==> src/rtl/vftoi_pkg.sv <==
// ----------------------------------------------------------------------------
// VAX to IEEE converter package
// Operation codes, widths and field constants shared by the converter.
// ----------------------------------------------------------------------------
package vftoi_pkg;

  localparam int unsigned WordWidth = 64;

  typedef enum logic [1:0] {
    OP_INT16  = 2'd0,
    OP_INT32  = 2'd1,
    OP_VAX_F  = 2'd2,
    OP_VAX_D  = 2'd3
  } op_t;

  // VAX exponent bias is 129; IEEE single 127, double 1023
  localparam logic [10:0] DExpOffset = 11'd894;

endpackage

==> src/rtl/vftoi_core.sv <==
// ----------------------------------------------------------------------------
// Conversion logic
// Word swap, integer pass-through, F and D float rebias and round-to-nearest-even.
// ----------------------------------------------------------------------------
module vftoi_core (
  input  logic [63:0]        raw_word,
  input  vftoi_pkg::op_t     operation,
  output logic [63:0]        converted_bits
);
  import vftoi_pkg::*;

  logic [31:0] l1;
  logic [31:0] l2;
  logic [7:0]  e;
  logic [23:0] sig;
  logic [1:0]  sh;
  logic [23:0] q_sub;
  logic [23:0] rem_mask;
  logic [23:0] rem_f;
  logic [23:0] half_f;
  logic [31:0] f_bits;
  logic [53:0] q_d;
  logic        up_d;
  logic [63:0] d_bits;

  // swap 16-bit halves of each longword
  assign l1  = {raw_word[15:0], raw_word[31:16]};
  assign l2  = {raw_word[47:32], raw_word[63:48]};
  assign e   = l1[30:23];
  assign sig = {1'b1, l1[22:0]};

  // F float: subnormal shift by 3-e for e<3
  always_comb begin
    sh       = 2'd3 - e[1:0];
    q_sub    = sig >> sh;
    rem_mask = (24'd1 << sh) - 24'd1;
    rem_f    = sig & rem_mask;
    half_f   = 24'd1 << (sh - 2'd1);
    if (rem_f > half_f || (rem_f == half_f && q_sub[0])) begin
      q_sub = q_sub + 24'd1;
    end
    if (l1 == 32'd0) begin
      f_bits = 32'd0;
    end else if (e >= 8'd3) begin
      f_bits = {l1[31], e - 8'd2, l1[22:0]};
    end else begin
      f_bits = {l1[31], 7'd0, q_sub};
    end
  end

  // D float: 56-bit significand rounded by three bits; a carry reaches 2^53
  always_comb begin
    up_d = l2[2] && (l2[1] || l2[0] || l2[3]);
    q_d  = {1'b0, sig, l2[31:3]} + {53'd0, up_d};
    if (l1 == 32'd0) begin
      d_bits = 64'd0;
    end else begin
      d_bits = {l1[31], 63'd0}
             + {1'b0, {3'd0, e} + DExpOffset, 52'd0}
             + {10'd0, q_d} - {11'd0, 1'b1, 52'd0};
    end
  end

  always_comb begin
    case (operation)
      OP_INT16: converted_bits = {48'd0, raw_word[15:0]};
      OP_INT32: converted_bits = {32'd0, raw_word[31:0]};
      OP_VAX_F: converted_bits = {32'd0, f_bits};
      default:  converted_bits = d_bits;
    endcase
  end

endmodule

==> src/rtl/vax_float_to_ieee_converter.sv <==
// ----------------------------------------------------------------------------
// VAX float to IEEE converter
// start reaches done through the input and result registers. Throughput: one word per cycle.
// busy is always low; a word enters on any cycle with start high.
// Input and result registers parted by the conversion logic.
// Synchronous active-high reset clears the valid flags only.
// ----------------------------------------------------------------------------
module vax_float_to_ieee_converter (
  input  logic        clk,
  input  logic        rst,
  input  logic        start,
  output logic        busy,
  input  logic [63:0] raw_word,
  input  logic [1:0]  operation,
  output logic        done,
  output logic [63:0] converted_bits
);
  import vftoi_pkg::*;

  logic        in_valid;
  logic [63:0] in_raw;
  op_t         in_op;
  logic [63:0] conv;

  assign busy = 1'b0;

  // input register
  always_ff @(posedge clk) begin
    if (rst) begin
      in_valid <= 1'b0;
    end else begin
      in_valid <= start;
    end
    if (start) begin
      in_raw <= raw_word;
      in_op  <= op_t'(operation);
    end
  end

  vftoi_core u_core (
    .raw_word       (in_raw),
    .operation      (in_op),
    .converted_bits (conv)
  );

  // result register
  always_ff @(posedge clk) begin
    if (rst) begin
      done <= 1'b0;
    end else begin
      done <= in_valid;
    end
    if (in_valid) begin
      converted_bits <= conv;
    end
  end

endmodule

==> config.mk <==
export PLATFORM = sky130hd
export DESIGN_NAME = vax_float_to_ieee_converter
export DESIGN_NICKNAME = d
export VERILOG_FILES = /design/src/rtl/vftoi_pkg.sv /design/src/rtl/vftoi_core.sv /design/src/rtl/vax_float_to_ieee_converter.sv
export SDC_FILE = /design/constraint.sdc
export NUM_CORES = 1
export LEC_CHECK = 0
export ABC_AREA = 1
export BUFFER_PORTS_ARGS = -buffer_cell sky130_fd_sc_hd__buf_2
export CAP_MARGIN = 25
export CORE_MARGIN = 2
export CORE_UTILIZATION = 50
export CTS_BUF_LIST = sky130_fd_sc_hd__clkbuf_4 sky130_fd_sc_hd__clkbuf_8
export CTS_CLUSTER_DIAMETER = 150
export DETAILED_ROUTE_END_ITERATION = 16
export PLACE_DENSITY_LB_ADDON = 0.25
export SETUP_SLACK_MARGIN = 0.15
export SLEW_MARGIN = 10
export SYNTH_ARGS = -nofsm -noshare
export SYNTH_HDL_FRONTEND = slang
export SYNTH_HIERARCHICAL = 1
export SYNTH_SLANG_ARGS = --single-unit
==> constraint.sdc <==
create_clock -name clk -period 7.49 [get_ports clk]
set_input_delay 0.3745 -clock clk [delete_from_list [all_inputs] [get_ports clk]]
set_output_delay 0.3745 -clock clk [all_outputs]
set_load 0.03 [all_outputs]
==> results.yml <==
timing:
  layout_min_cycle_time_ps: 3496
  setup_slack_ps: 3994
  slew_violations: 0
  setup_viol_count_final: 0
  rsz0062_at_grt: "false"
  hold_viol_final: 0
  fin_worst_skew_ps: 12.68
  tns_ps: 0
  worstMarginPinSlew_ps: 930.5
  slew_headroom: 0.3782
  fin_crit_sh: 0.4667
  fmax_ghz: 0.2861
setup_path:
  worst_path_largest_cell_delay_ps: 730
  cp_common_cell: "buf_4"
  r2r-start: "in_raw[8]"
  r2r-end: "converted_bits[2]"
  endpoint_kind: "register"
  path_max_fanout: 30
  worstPathCellList: "buf_4 -> inv_1 -> buf_4 -> ha_1 -> nand4_1 -> nor3_1 -> nand3_1 -> nand2_1 -> a21oi_1 -> o21ai_0 -> o221ai_1"
  crit_type: "register to register"
  cp.required_ps: 7690
  ff2ff_setup_slack_ps: 3990
  critPathLaunchType: "register"
  slowest_stage: "nand2_1"
  crit_start: "in_raw[8]"
  crit_arrival_ps: 3690
  reg2reg_depth: 11
yosys:
  ys_seq_area_frac: 0.4554
  netlist_top_cells_count: "272 x nand2_1, 130 x edfxtp_1, 125 x nor2_1, 118 x inv_1, 99 x nand3_1"
  ys_async_sr_fraction: 0
  synth_nets: 1175
  synth_compound_area_frac: 0.06907
  synth_seq_cells: 132
  muxShareOfSynthArea: 0
  synth_edf_count: 130
  synth_area_leader_cell: "edfxtp_1"
  ys_warn_count: 6
  synthXorXnorAreaFrac: 0.03843
  synth-simple-area-share: 0.3442
  synth-main-ff-cell: "edfxtp_1"
  ys_top_cells_by_area: "edfxtp_1 45%, nand2_1 12%, nand3_1 5.7%, nor2_1 5.4%, inv_1 5.1%"
  synthCells: 1098
  synth.avg_cell_area_um2: 7.887
  synth_fa_ha_area_frac: 0.01156
  post_synth_num_cell_types: 47
  synth_top_family_by_area: "simple AND/OR/NAND/NOR gates"
  synth_top_cell_area_share: 0.4508
  yosysMostFrequentCell: "nand2_1"
  synth_area_um2: 8660
layout:
  area_growth_syn_to_layout_pct: 13.89
  drive_above_1_share: 0.1911
  fin_util: 0.5762
  n_fill_cell: 1576
  nNetsFinal: 1299
  fin_area_um2: 9862
  antenna_cells: 0
clocking:
  h-tree-depth: 4
  clockBufferDepth: 2
  cts_sinks: 132
  cts_hold_buf: 0
  cts_setup_buffers: 0
  clk_pin_slew_worst_paths_ps: 90
  cts_tree: "built"
  root_buffer: "clkbuf_8"
  ctsResizeCount: 0
  clkLatencyLatePin_ps: 460
  cts_made_buffers: 17
route:
  drt_first_iter_violations: 1266
  ant_nets: 0
  vias_per_cell: 6.003
  via_count: 8764
  wl_um: 32500
  drc: 0
  drt_first_pass_iters: 9
  post_drt_wl_per_cell_um: 22.26
pwr:
  power_leakage_nw: 3.964
  pwr_density_cell_nw_per_um2: 204.8
  seq_power_share: 0.470
  power.share.switching: 0.3522
  power.total_mw: 2.020
  power_switching_mw: 0.7113
  vdd.ir_drop.worst_mv: 0.1859
  p_int_mw: 1.308
  power_frac_clock: 0.307
  combinationalPowerShare: 0.224
floorplan:
  start_util: 0.5059
  core_um2: 17120
  die_h_um: 135.6
  die_width_um: 135.6
  rows: 48
  io_pins: 135
  dieArea_um2: 18390
grt:
  grt_pass1_wl_um: 47470
  grt_max_degree: 68
  grt_usage: 0.3580
  globalRoute.totalOverflow: 0
  antenna_found_initial: 0
  grt_pass1_vias: 7830
hold_path:
  holdPathEnd: "in_raw[2]"
  hp-class: "primary input to register"
  min_path_cells: 1
  min_from: "raw_word[2]"
placed_design:
  gp_congestion: 1.006
  post_dp_cell_area_um2: 9460
  hpwlAfterDp_um: 25250
  port_buffers: 133
  post-place-ws_ps: 4134
job:
  maxCapViolCount: 0
run_status:
  outcome: "finished clean"
critical path: cells and delay by family, from the launching register on:
| kind | cells | cell delay, ps |
|---|---|---|
| AOI/OAI and AO/OA | 3 | 350 |
| adders and majority gates | 1 | 240 |
| buffers and inverters | 3 | 880 |
| DFF | 1 | 360 |
| and+or+nand+nor | 4 | 1380 |
routing by layer:
layer,share of wire,vias to the layer above,global-route usage
met5,0,-,0
met4,0.053,0,0.1777
met3,0.12,112,0.07520
met2,0.44,620,0.5303
met1,0.39,4059,0.4988
li1,-,3973,-
power by group through the flow:
stage / clock [mW] / combinational [mW] / sequential (mW)
2_1_floorplan: 0 / 0.247 / 0.990
3_3_place_gp: 0 / 0.438 / 0.963
3_5_place_dp: 0 / 0.438 / 0.963
4_1_cts: 0.630 / 0.439 / 0.946
5_1_grt: 0.661 / 0.485 / 0.953
6_report: 0.619 / 0.452 / 0.949
cells by family (layout without fill, tap and decap cells):
group | count (synthesis) | count (layout)
other cells | 1 | 1
fa+ha+maj | 8 | 8
buf+inv | 167 | 304
flops | 132 | 132
simple gates | 652 | 652
compound gates | 100 | 100
xor+xnor | 38 | 38
worst max path at each step:
stage / cells after the start / slack [ps] / to
6_report: 11 / 3990 / converted_bits[2]
5_1_grt: 17 / 3810 / converted_bits[12]
4_1_cts: 11 / 4130 / converted_bits[2]
3_5_place_dp: 11 / 4130 / converted_bits[2]
3_3_place_gp: 17 / 4260 / converted_bits[12]
2_1_floorplan: 19 / 4930 / converted_bits[12]
through the flow:
stage / cells / hold slack [ps]
6_report: 1460 / 86.74
3_5_place_dp: 1428 / 488.2
2_1_floorplan: 1098 / 445.7
4_1_cts: 1460 / 67.29
5_1_grt: 1460 / 58.58
3_3_place_gp: 1428 / 475.4
sequential cells by signal (all words and copies together) (netlist names):
name            count
done                1
converted_bits     64
in_valid            1
in_raw             64
in_op               2
placed cells by master (no fill, tap or decap), types with 11 or more instances in the layout:
cell / n
edfxtp_1: 130
nor3_1: 44
clkbuf_8: 17
o21ai_0: 19
nand3_1: 99
inv_1: 118
nor2_2: 16
nand2_1: 272
nor2_1: 125
buf_2: 133
nand4_1: 48
nand2_2: 15
nor4_1: 12
inv_2: 11
xor2_1: 36
a21oi_1: 42
area by class of cell:
| class | instances | area [um2] | area share |
|---|---|---|---|
| tap | 225 | 281.5 | 0.02855 |
| multi-input combinational | 799 | 4015 | 0.4071 |
| sequential | 132 | 3945 | 0.4000 |
| timing repair buffer | 140 | 718.2 | 0.07282 |
| clock buffer | 17 | 234.0 | 0.02372 |
| clock inverter | 15 | 167.7 | 0.01700 |
| inverter | 132 | 500.5 | 0.05075 |
No activity file was read; power rests on OpenSTA's default activity.
